`config.mk`:
```
export PLATFORM = sky130hd
export DESIGN_NAME = midpoint_line_rasterizer_core
export DESIGN_NICKNAME = d
export VERILOG_FILES = /design/src/rtl/mlr_pkg.sv /design/src/rtl/mlr_setup.sv /design/src/rtl/midpoint_line_rasterizer_core.sv
export VERILOG_INCLUDE_DIRS = /design/src /design/src/rtl
export SDC_FILE = /design/constraint.sdc
export NUM_CORES = 1
export LEC_CHECK = 0
export BUFFER_PORTS_ARGS = -buffer_cell sky130_fd_sc_hd__buf_2
export CORE_ASPECT_RATIO = 2
export CORE_UTILIZATION = 25
export DETAILED_ROUTE_END_ITERATION = 10
export HOLD_SLACK_MARGIN = 0.05
export SLEW_MARGIN = 20
export SYNTH_ARGS = -nofsm -noshare
export SYNTH_HDL_FRONTEND = slang
export SYNTH_SLANG_ARGS = --single-unit
export TNS_END_PERCENT = 20
```
`constraint.sdc`:
```
create_clock -name clock -period 35.8 [get_ports clock]
set_input_delay 3.58 -clock clock [delete_from_list [all_inputs] [get_ports clock]]
set_output_delay 3.58 -clock clock [all_outputs]
set_load 0.01 [all_outputs]
```
`src/rtl/midpoint_line_rasterizer_core_defines.svh`:
```
// Assertion macros used by the rasterizer core.
`ifndef MIDPOINT_LINE_RASTERIZER_CORE_DEFINES_SVH
`define MIDPOINT_LINE_RASTERIZER_CORE_DEFINES_SVH

// Same-cycle implication, checked outside reset.
`define MLR_ASSERT_NOW(label, clk, rst, ante, cons) \
   label: assert property (@(posedge clk) disable iff (rst) (ante) |-> (cons)) \
      else $error("mlr assertion failed");

// Next-cycle implication, checked outside reset.
`define MLR_ASSERT_NEXT(label, clk, rst, ante, cons) \
   label: assert property (@(posedge clk) disable iff (rst) (ante) |=> (cons)) \
      else $error("mlr assertion failed");

`endif

```
`src/rtl/mlr_pkg.sv`:
```
`default_nettype none

package mlr_pkg;

   localparam int PIXEL_BITS = 16;

   localparam logic ACTION_LOAD = 1'b0;
   localparam logic ACTION_STEP = 1'b1;

   typedef struct packed {
      logic                  action;
      logic [PIXEL_BITS-1:0] x_start;
      logic [PIXEL_BITS-1:0] y_start;
      logic [PIXEL_BITS-1:0] x_end;
      logic [PIXEL_BITS-1:0] y_end;
   } req_word_type;

   typedef struct packed {
      logic [PIXEL_BITS-1:0] pixel_x;
      logic [PIXEL_BITS-1:0] pixel_y;
      logic                  last_pixel;
   } rsp_word_type;

endpackage

`default_nettype wire

```
`src/rtl/mlr_setup.sv`:
```
`default_nettype none

// Endpoint ordering and major-axis pick for a load word.
module mlr_setup #(
   parameter int COORD_BITS = 16
) (
   input  wire logic [COORD_BITS-1:0] x_a,
   input  wire logic [COORD_BITS-1:0] y_a,
   input  wire logic [COORD_BITS-1:0] x_b,
   input  wire logic [COORD_BITS-1:0] y_b,
   output logic      [COORD_BITS-1:0] start_x,
   output logic      [COORD_BITS-1:0] start_y,
   output logic      [COORD_BITS-1:0] major_delta,
   output logic      [COORD_BITS-1:0] minor_delta,
   output logic                       minor_negative,
   output logic                       y_is_major
);

   logic                  swap;
   logic [COORD_BITS-1:0] end_y;
   logic [COORD_BITS-1:0] abs_dx;
   logic [COORD_BITS-1:0] abs_dy;

   always_comb begin
      swap    = (x_a > x_b);
      start_x = swap ? x_b : x_a;
      start_y = swap ? y_b : y_a;
      end_y   = swap ? y_a : y_b;
      abs_dx  = swap ? (x_a - x_b) : (x_b - x_a);
      minor_negative = (end_y < start_y);
      abs_dy  = minor_negative ? (start_y - end_y) : (end_y - start_y);
      // diagonal ties go y-major
      y_is_major  = (abs_dy >= abs_dx);
      major_delta = y_is_major ? abs_dy : abs_dx;
      minor_delta = y_is_major ? abs_dx : abs_dy;
   end

endmodule

`default_nettype wire

```
`src/rtl/midpoint_line_rasterizer_core.sv`:
```
// Midpoint line rasterizer core.
// A step word's pixel is registered and appears on rsp in the cycle after it is accepted.
// Throughput: one word per cycle while rsp is not stalled; the decision add/compare is the only loop.
// A load word produces no pixel.
// Reset (synchronous, active high) clears all line state: no line is active.
`default_nettype none

`include "midpoint_line_rasterizer_core_defines.svh"

module midpoint_line_rasterizer_core
   import mlr_pkg::*;
#(
   parameter int COORD_BITS = 16
) (
   input  wire logic         clock,
   input  wire logic         reset,
   input  wire logic         req_valid,
   output logic              req_ready,
   input  wire req_word_type req_payload,
   output logic              rsp_valid,
   input  wire logic         rsp_ready,
   output rsp_word_type      rsp_payload
);

   // decision lies in [-2*major, 2*minor]; three extra bits cover sign and x2
   localparam int DEC_BITS = COORD_BITS + 3;
   localparam int REM_BITS = COORD_BITS + 1;

   // Line state
   logic [COORD_BITS-1:0]      current_x_ff, current_x_in;
   logic [COORD_BITS-1:0]      current_y_ff, current_y_in;
   logic [COORD_BITS-1:0]      major_delta_ff, major_delta_in;
   logic [COORD_BITS-1:0]      minor_delta_ff, minor_delta_in;
   logic signed [DEC_BITS-1:0] decision_ff, decision_in;
   logic [REM_BITS-1:0]        remaining_ff, remaining_in;
   logic                       minor_negative_ff, minor_negative_in;
   logic                       y_is_major_ff, y_is_major_in;

   // Output register
   logic                       rsp_valid_ff, rsp_valid_in;
   rsp_word_type               rsp_word_ff, rsp_word_in;

   // Setup results for a load word
   logic [COORD_BITS-1:0]      ld_x, ld_y, ld_major, ld_minor;
   logic                       ld_minor_neg, ld_y_major;

   logic                       req_fire;
   logic                       is_load;
   logic                       emit;
   logic                       step_minor;
   logic [COORD_BITS-1:0]      y_moved;
   logic [DEC_BITS-1:0]        minor_x2;
   logic [DEC_BITS-1:0]        major_x2;

   mlr_setup #(
      .COORD_BITS(COORD_BITS)
   ) u_setup (
      .x_a           (COORD_BITS'(req_payload.x_start)),
      .y_a           (COORD_BITS'(req_payload.y_start)),
      .x_b           (COORD_BITS'(req_payload.x_end)),
      .y_b           (COORD_BITS'(req_payload.y_end)),
      .start_x       (ld_x),
      .start_y       (ld_y),
      .major_delta   (ld_major),
      .minor_delta   (ld_minor),
      .minor_negative(ld_minor_neg),
      .y_is_major    (ld_y_major)
   );

   // Output stage takes a new pixel whenever it is empty or draining.
   assign req_ready = !rsp_valid_ff || rsp_ready;
   assign req_fire  = req_valid && req_ready;
   assign is_load   = (req_payload.action == ACTION_LOAD);
   assign emit      = req_fire && (req_payload.action == ACTION_STEP) && (remaining_ff != '0);

   assign minor_x2   = DEC_BITS'({minor_delta_ff, 1'b0});
   assign major_x2   = DEC_BITS'({major_delta_ff, 1'b0});
   // zero keeps the minor coordinate
   assign step_minor = (decision_ff > 0);
   assign y_moved    = minor_negative_ff ? (current_y_ff - 1'b1) : (current_y_ff + 1'b1);

   always_comb begin
      current_x_in      = current_x_ff;
      current_y_in      = current_y_ff;
      major_delta_in    = major_delta_ff;
      minor_delta_in    = minor_delta_ff;
      decision_in       = decision_ff;
      remaining_in      = remaining_ff;
      minor_negative_in = minor_negative_ff;
      y_is_major_in     = y_is_major_ff;

      if (req_fire && is_load) begin
         current_x_in      = ld_x;
         current_y_in      = ld_y;
         major_delta_in    = ld_major;
         minor_delta_in    = ld_minor;
         minor_negative_in = ld_minor_neg;
         y_is_major_in     = ld_y_major;
         // 2*minor - major, midpoint scaled by two
         decision_in       = DEC_BITS'({ld_minor, 1'b0}) - DEC_BITS'(ld_major);
         remaining_in      = REM_BITS'(ld_major);
      end else if (emit) begin
         if (y_is_major_ff) begin
            current_y_in = y_moved;
            if (step_minor) begin
               current_x_in = current_x_ff + 1'b1;
            end
         end else begin
            current_x_in = current_x_ff + 1'b1;
            if (step_minor) begin
               current_y_in = y_moved;
            end
         end
         // result fits DEC_BITS, so modular arithmetic is exact
         decision_in  = decision_ff + minor_x2 - (step_minor ? major_x2 : '0);
         remaining_in = remaining_ff - 1'b1;
      end
   end

   always_comb begin
      rsp_word_in = rsp_word_ff;
      if (emit) begin
         rsp_valid_in           = 1'b1;
         rsp_word_in.pixel_x    = PIXEL_BITS'(current_x_ff);
         rsp_word_in.pixel_y    = PIXEL_BITS'(current_y_ff);
         rsp_word_in.last_pixel = (remaining_ff == REM_BITS'(1));
      end else if (rsp_ready) begin
         rsp_valid_in = 1'b0;
      end else begin
         rsp_valid_in = rsp_valid_ff;
      end
   end

   always_ff @(posedge clock) begin
      if (reset) begin
         current_x_ff      <= '0;
         current_y_ff      <= '0;
         major_delta_ff    <= '0;
         minor_delta_ff    <= '0;
         decision_ff       <= '0;
         remaining_ff      <= '0;
         minor_negative_ff <= 1'b0;
         y_is_major_ff     <= 1'b0;
         rsp_valid_ff      <= 1'b0;
      end else begin
         current_x_ff      <= current_x_in;
         current_y_ff      <= current_y_in;
         major_delta_ff    <= major_delta_in;
         minor_delta_ff    <= minor_delta_in;
         decision_ff       <= decision_in;
         remaining_ff      <= remaining_in;
         minor_negative_ff <= minor_negative_in;
         y_is_major_ff     <= y_is_major_in;
         rsp_valid_ff      <= rsp_valid_in;
      end
   end

   always_ff @(posedge clock) begin
      rsp_word_ff <= rsp_word_in;
   end

   assign rsp_valid   = rsp_valid_ff;
   assign rsp_payload = rsp_word_ff;

   // Checks

   // the last pixel ends the line
   `MLR_ASSERT_NEXT(a_last_ends_line, clock, reset, emit && (remaining_ff == REM_BITS'(1)), remaining_ff == '0)
   // a degenerate load leaves no active line
   `MLR_ASSERT_NEXT(a_point_line_idle, clock, reset, req_fire && is_load && (req_payload.x_start == req_payload.x_end) && (req_payload.y_start == req_payload.y_end), remaining_ff == '0)
   // decision stays inside [-2*major, 2*minor]
   `MLR_ASSERT_NOW(a_decision_bounds, clock, reset, 1'b1, (decision_ff <= $signed(minor_x2)) && (decision_ff >= -$signed(major_x2)))

endmodule

`default_nettype wire
```
==> metrics.md, run 1 <==
| Metric | Value |
|---|---|
| Post-synthesis xor/xnor area fraction | 6.355% |
| TritonCTS buffer count | 25 |
| Nets | 1893 |
| Clock Tree Buf Depth | 3 |
| Post-Place Cells | 2326 |
| Clk Latency, worst-skew pair | 500 ps |
| Max Cap Viol | 0 |
| Power per cell area | 79.19 nW/µm² |
| Count leader, synth | nand2_1 |
| Post-cts resize count | 0 |
| EDFF count, synth | 33 |
| Worst hold path class | reg -> reg |
| Worst Path Required | 36230 ps |
| Synth Cell Area | 12380 µm² |
| Final Setup Violations | 0 |
| Number of library cell types mapped by synthesis | 80 |
| Vias in the first global route | 12.09k |
| Initial core utilization | 25.24% |
| Final setup TNS | 0 ps |
| Post-detail-place hpwl | 33.44 mm |
| R2R setup slack | 29670 ps |
| CP Capture Type | register |
| CP dominant cell by count | ha_1 |
| Port Buf Inserts | 103 |
| Die area | 50480 µm² |
| Area Overhead vs Synth | 15.09% |
| Slew @ Worst Pin | 1027 ps |
| TritonRoute pass-1 iters | 5 |
| Max Clk Rate | 75.51 MHz |
| Post-synth net total | 1824 |
| Synth Area in Compound Gates | 23.52% |
| Hold Startpoint | major_delta_ff[8] |
| Fin Hold WS | 444.1 ps |
| Terminus of the critical flop-to-flop path | decision_ff[18] |
| Post-synthesis sequential area ratio | 24.65% |
| Static leakage | 0.006035 µW |
| Status | complete, no violations |
| Htree depth | 4 |
| GPL Wtd Cong | 0.9301 |
| CP max stage delay | 880 ps |
| CP Class | in -> reg |
| Die W | 159.4 µm |
| IO Pins | 104 |
| Clk slew on worst S/H paths | 60 ps |
| Warnings from Yosys | 0 |
| Largest net degree at the start of global routing | 73 |
| Initial DRC count | 747 |
| Routed WL | 42.21 mm |
| Hold Path Stages | 2 |
| Die Y | 316.7 µm |
| Slew Limit Fails | 0 |
| Initial antenna violation count | 11 |
| Largest family of logic cells by synthesized area | compound AO/OA/AOI/OAI gates |
| Synth cell count leaders | nand2_1 (208), inv_1 (166), nor2_1 (166) |
| Post-route clock period utilization | 36.99% |
| Post-synthesis cell count | 1641 |
| Top cells by area, synth | dfxtp_1 (17%), ha_1 (9.4%), edfxtp_1 (8.0%), nand2_1 (6.3%), a21oi_1 (5.4%) |
| Vias/cell | 5.110 |
| Number of buffers added for setup after CTS | 0 |
| Final ANT Viol Nets | 0 |
| Min Tclk post-route | 13240 ps |
| Top FF cell, synth | dfxtp_1 |
| Core Area | 49070 µm² |
| All-Layer GR Usage | 16.49% |
| Final Skew | 25.39 ps |
| VDD IR max | 0.03767 mV |
| Post-Layout Cell Count | 2366 |
| Number of cell rows | 115 |
| CTS root buf | clkbuf_16 |
| Synth Area in Simple Gates | 20.67% |
| Critical R2R Launch | decision_ff[10] |
| Normalized max-slew margin | 31.50% |
| Crit path DAT | 13670 ps |
| Synth Area in Adders | 14.25% |
| Area leader, netlist | dfxtp_1 |
| Cell at the slowest stage of the critical path | or4_1 |
| GRT overflow | 0 |
| Register bit total from synthesis | 136 |
| Hold worst-path end | major_delta_ff[8] |
| RSZ-0062 raised after global routing | false |
| Global-route wire length before repair | 64.46 mm |
| Total power | 1129 µW |
| Worst setup SP type | input port |
| CTS sink cnt | 136 |
| Synthesized area per cell | 7.546 µm² |
| Post-synthesis mux area share | 3.152% |
| Hold Fails Final Rpt | 0 |
| DR vias | 12.09k |
| Cts hold-fix bufs | 0 |
| Max FO, Critical Path | 46 |
| Post-synth ARST share | 0% |
| Worst R2R Path Depth | 24 |
| Area share of the largest cell type after synthesis | 16.65% |
| Ratio of cells with drive above 1 in the final layout | 10.37% |
| Drt wl/cell | 17.84 µm |
| CTS tree | done |
| Residual DRC | 0 |
where the power goes:
part / internal, µW / total, µW / switching (µW)
Combinational: 274 / 704 / 430
Clock: 140 / 213 / 73.2
Sequential: 189 / 212 / 22.7
stage by stage:
| step | setup WS, ps | utilization (%) | instance area [µm²] |
|---|---|---|---|
| floorplan | 22160 | - | 12380 |
| global placement | 22590 | 27.54 | 13510 |
| detailed placement | 22280 | 27.54 | 13510 |
| CTS | 22730 | 29.01 | 14230 |
| global route | 21830 | 29.04 | 14250 |
| finish | 22560 | 29.04 | 14250 |
area by class of cell:
class	count	area, µm²
repair buffers	115	608.1
inverters	166	623.1
fillers	5254	34810
flip-flops and latches	136	3053
multi-input cells	1266	8423
clock buffers	31	688.2
clock inverters	2	33.78
well taps	643	804.5
diodes	7	17.52
placed cells by master (no fill, tap or decap), types with 18 or more instances in the layout:
cell type    n
nor2b_1     21
fa_1        21
a211oi_1    47
dfxtp_1    103
edfxtp_1    33
inv_1      165
nand2_1    208
buf_2      102
and2_1      22
nor2_1     165
maj3_1      18
a21o_1      19
xor2_1      31
xnor2_1     57
nand4_1     20
o21ai_0     95
nand3_1     23
a21oi_1    133
ha_1        93
nand2b_1    27
mux2i_1     28
clkbuf_16   25
cells by family (layout without fill, tap and decap cells):
| logic type | count (synthesis) | in the layout |
|---|---|---|
| muxes | 37 | 37 |
| AOI/OAI and AO/OA | 449 | 449 |
| other | 0 | 7 |
| and+or+nand+nor | 559 | 559 |
| xor gates and xnor gates | 89 | 89 |
| buffers and inverters | 239 | 314 |
| DFF | 136 | 136 |
| adders and majority gates | 132 | 132 |
worst max-delay path by stage:
stage | from | slack [ps] | to | cells past startpoint
after global routing | req_payload[30] | 21830 | decision_ff[16] | 41
after detailed placement | req_payload[30] | 22280 | decision_ff[16] | 41
after global placement | req_payload[30] | 22590 | decision_ff[10] | 41
after CTS | req_payload[30] | 22730 | decision_ff[16] | 41
after floorplan | req_payload[30] | 22160 | decision_ff[16] | 48
final | req_payload[30] | 22560 | decision_ff[16] | 41
sequential cells by signal, indices dropped and copies added (netlist names):
register	count
current_x_ff	16
current_y_ff	16
decision_ff	19
major_delta_ff	16
minor_delta_ff	16
minor_negative_ff	1
remaining_ff	17
rsp_payload	33
rsp_valid	1
y_is_major_ff	1
worst max-delay path: cells and delay by family:
family	cells	cell delay (ps)
muxes	2	460
xor gates and xnor gates	2	830
and+or+nand+nor	9	2190
buffers and inverters	5	1370
adders and majority gates	4	1220
AOI/OAI and AO/OA	19	3970
routing by layer:
layer	track usage, %	vias up	routed length (µm)
met5	0	-	40
met3	2.178	140	1543
li1	-	5884	-
met2	31.83	333	22830
met1	14.94	5727	14460
met4	14.84	6	3345
Power figures use the tool's default switching activity.
==> run 2, diff against run 1 <==
==> constraint.sdc (replaced) <==
create_clock -name clock -period 13.2 [get_ports clock]
set_input_delay 1.32 -clock clock [delete_from_list [all_inputs] [get_ports clock]]
set_output_delay 1.32 -clock clock [all_outputs]
set_load 0.01 [all_outputs]
==> run 2 against run 1 <==
Count of clock-buffer cells in the layout fell by 1. Setup slack got worse by 20000 ps. Largest cell class unchanged. Critical path depth fell by 2. Register-to-register slack got worse by 23000 ps. Combinational power rose to 2.7 times the previous value. Critical endpoint unchanged. Global-route usage fell by 0.26 points. Worst hold slack improved by 4.9 ps. Design area barely moved.
==> metrics.md, run 2 (synthesized netlist as in run 1, its figures left out) <==
| Metric | Value |
|---|---|
| Status | complete, no violations |
| Final Skew | 29.23 ps (+3.837 ps) |
| Number of cell rows | 115 (unchanged) |
| Post-detail-place hpwl | 32.82 mm (-1.9%) |
| Nets | 1893 (unchanged) |
| Normalized max-slew margin | 32.81% (+1.3 points) |
| Max reg flops | 33 (unchanged) |
| Max Cap Viol | 0 (unchanged) |
| VDD IR max | 0.08276 mV (+120%) |
| Area Overhead vs Synth | 15.03% (about the same) |
| CTS tree | done |
| Worst hold path class | reg -> reg |
| Fill cells | 5197 (-1.1%) |
| Cts hold-fix bufs | 0 (unchanged) |
| Drt wl/cell | 17.47 µm (-2.1%) |
| Final Setup Violations | 0 (unchanged) |
| Residual DRC | 0 (unchanged) |
| Hold Fails Final Rpt | 0 (unchanged) |
| Bufs and invs on worst path | 3 (-2) |
| Worst setup SP type | input port |
| Number of buffers added for setup after CTS | 0 (unchanged) |
| Clk Latency, worst-skew pair | 500 ps (about the same) |
| Clock Tree Buf Depth | 3 (unchanged) |
| Cell at the slowest stage of the critical path | or4_1 |
| Post-cts resize count | 0 (unchanged) |
| Die W | 159.4 µm (unchanged) |
| Port Buf Inserts | 103 (unchanged) |
| Ratio of cells with drive above 1 in the final layout | 10.43% (+0.058 points) |
| RSZ-0062 raised after global routing | false |
| Largest net degree at the start of global routing | 65 (-11%) |
| Initial core utilization | 25.24% (unchanged) |
| Slew Limit Fails | 0 (unchanged) |
| Worst Path Required | 13630 ps (-22600 ps) |
| Max Clk Rate | 92.43 MHz |
| Placed Area | 13510 µm² (unchanged) |
| Clk slew on worst S/H paths | 60 ps (about the same) |
| TritonRoute pass-1 iters | 5 (unchanged) |
| Max FO, Critical Path | 21 (-54%) |
| Min Tclk post-route | 10820 ps |
| GPL Wtd Cong | 0.9307 (about the same) |
| Total power | 3054 µW (+170%) |
| CP Class | in -> reg |
| Commonest non-fill, non-tap cells in the layout | nand2_1 (208), nor2_1 (165), inv_1 (165) |
| Power per cell area | 214.4 nW/µm² (+170%) |
| DP Worst Slack | 1920 ps (-20360 ps) |
| CTS sink cnt | 136 (unchanged) |
| Die Y | 316.7 µm (unchanged) |
| CP dominant cell by count | ha_1 |
| Vias/cell | 5.049 (-1.2%) |
| GRT overflow | 0 (unchanged) |
| Post-route clock period utilization | 81.96% |
| Final Cell Area | 14240 µm² (about the same) |
| Final ANT Viol Nets | 0 (unchanged) |
| Slew @ Worst Pin | 995.2 ps (-32.27 ps) |
| Final setup TNS | 0 ps (unchanged) |
| Crit path DAT | 11250 ps (-2420 ps) |
| CP max stage delay | 870 ps (about the same) |
| Commonest non-fill, non-tap cell in the layout | nand2_1 |
| TritonCTS buffer count | 25 (unchanged) |
| Vias in the first global route | 11.76k (-2.7%) |
| CTS root buf | clkbuf_16 |
| CP delay by family, top | compound AO/OA/AOI/OAI gates |
| Die area | 50480 µm² (unchanged) |
| Initial DRC count | 626 (-16%) |
| Global-route wire length before repair | 63.51 mm (-1.5%) |
| DR vias | 11.93k (-1.3%) |
| Core Area | 49070 µm² (unchanged) |
| IO Pins | 104 (unchanged) |
| Routed WL | 41.28 mm (-2.2%) |
| Worst setup margin | 2382 ps (-20170 ps) |
| CP Capture Type | register |
| Initial antenna violation count | 4 (-7) |
| All-Layer GR Usage | 16.22% (-0.26 points) |
| Htree depth | 4 (unchanged) |
| Static leakage | 0.006038 µW (about the same) |
## run 2: cell count changes in the layout (fill, tap and decap cells not counted), sizes merged
cell    delta
clkbuf     -1
clkinv     +1
diode      -3
## run 2: worst paths after layout
path / from / to / slack, ps / depth (start not counted)
worst min-delay path: major_delta_ff[2] / major_delta_ff[2] / 450 / 2
worst max-delay path: req_payload[30] / decision_ff[16] / 2380 / 39
worst min register to register: major_delta_ff[2] / major_delta_ff[2] / 450 / 2
worst max register to register: decision_ff[10] / decision_ff[16] / 7130 / 24
## run 2: final cells by class
type,instances,area [µm²],area share (%)
repair buffers,115,608.1,4.269
diodes,4,10.01,0.07027
flip-flops and latches,136,3053,21.43
clock inverters,3,38.79,0.2723
inverters,166,623.1,4.374
well taps,643,804.5,5.648
clock buffers,30,684.4,4.805
multi-input cells,1266,8423,59.13
## run 2: per-layer routing
layer / vias to the layer above / share of wire, % / GRT usage [%]
met3: 117 / 2.9 / 1.813
met2: 293 / 55 / 31.74
li1: 5876 / - / -
met1: 5645 / 35 / 15.23
met5: - / 0 / 0
met4: 0 / 7.1 / 12.81
## run 2: report_power, final
part / leakage [µW] / internal [µW] / switching (µW) / total [µW]
registers: 0.00116 / 513 / 60.7 / 573
clock network: 0.000358 / 379 / 203 / 581
logic: 0.00452 / 743 / 1160 / 1900
total: 0.00604 / 1630 / 1420 / 3050
## run 2: worst register-to-register path, cell delays in order, from the launching register on
cell and delay, ps:
dfxtp_1 340, nor4_1 680, and3_1 280, a41oi_1 120
buf_4 250, and2_1 200, fa_1 480, inv_1 70
ha_1 280, nor2b_1 120, o21ai_0 240, a21oi_1 140
o21ai_0 240, a21boi_0 150, o21ai_0 290, a21boi_0 180
o21ai_0 290, a21boi_0 260, o21ai_0 310, a21oi_1 140
a41oi_1 280, nand2_1 100, xnor2_1 220, o21ai_0 110
and4_1 200
## run 2: metrics by stage
stage | std cells | hold slack, ps | util (%)
floorplan | 1641 | 414.3 | -
global placement | 2326 | 433.5 | 27.54
detailed placement | 2326 | 440.8 | 27.54
CTS | 2359 | 449.8 | 29.01
global route | 2362 | 466.0 | 29.03
finish | 2363 | 449.0 | 29.03
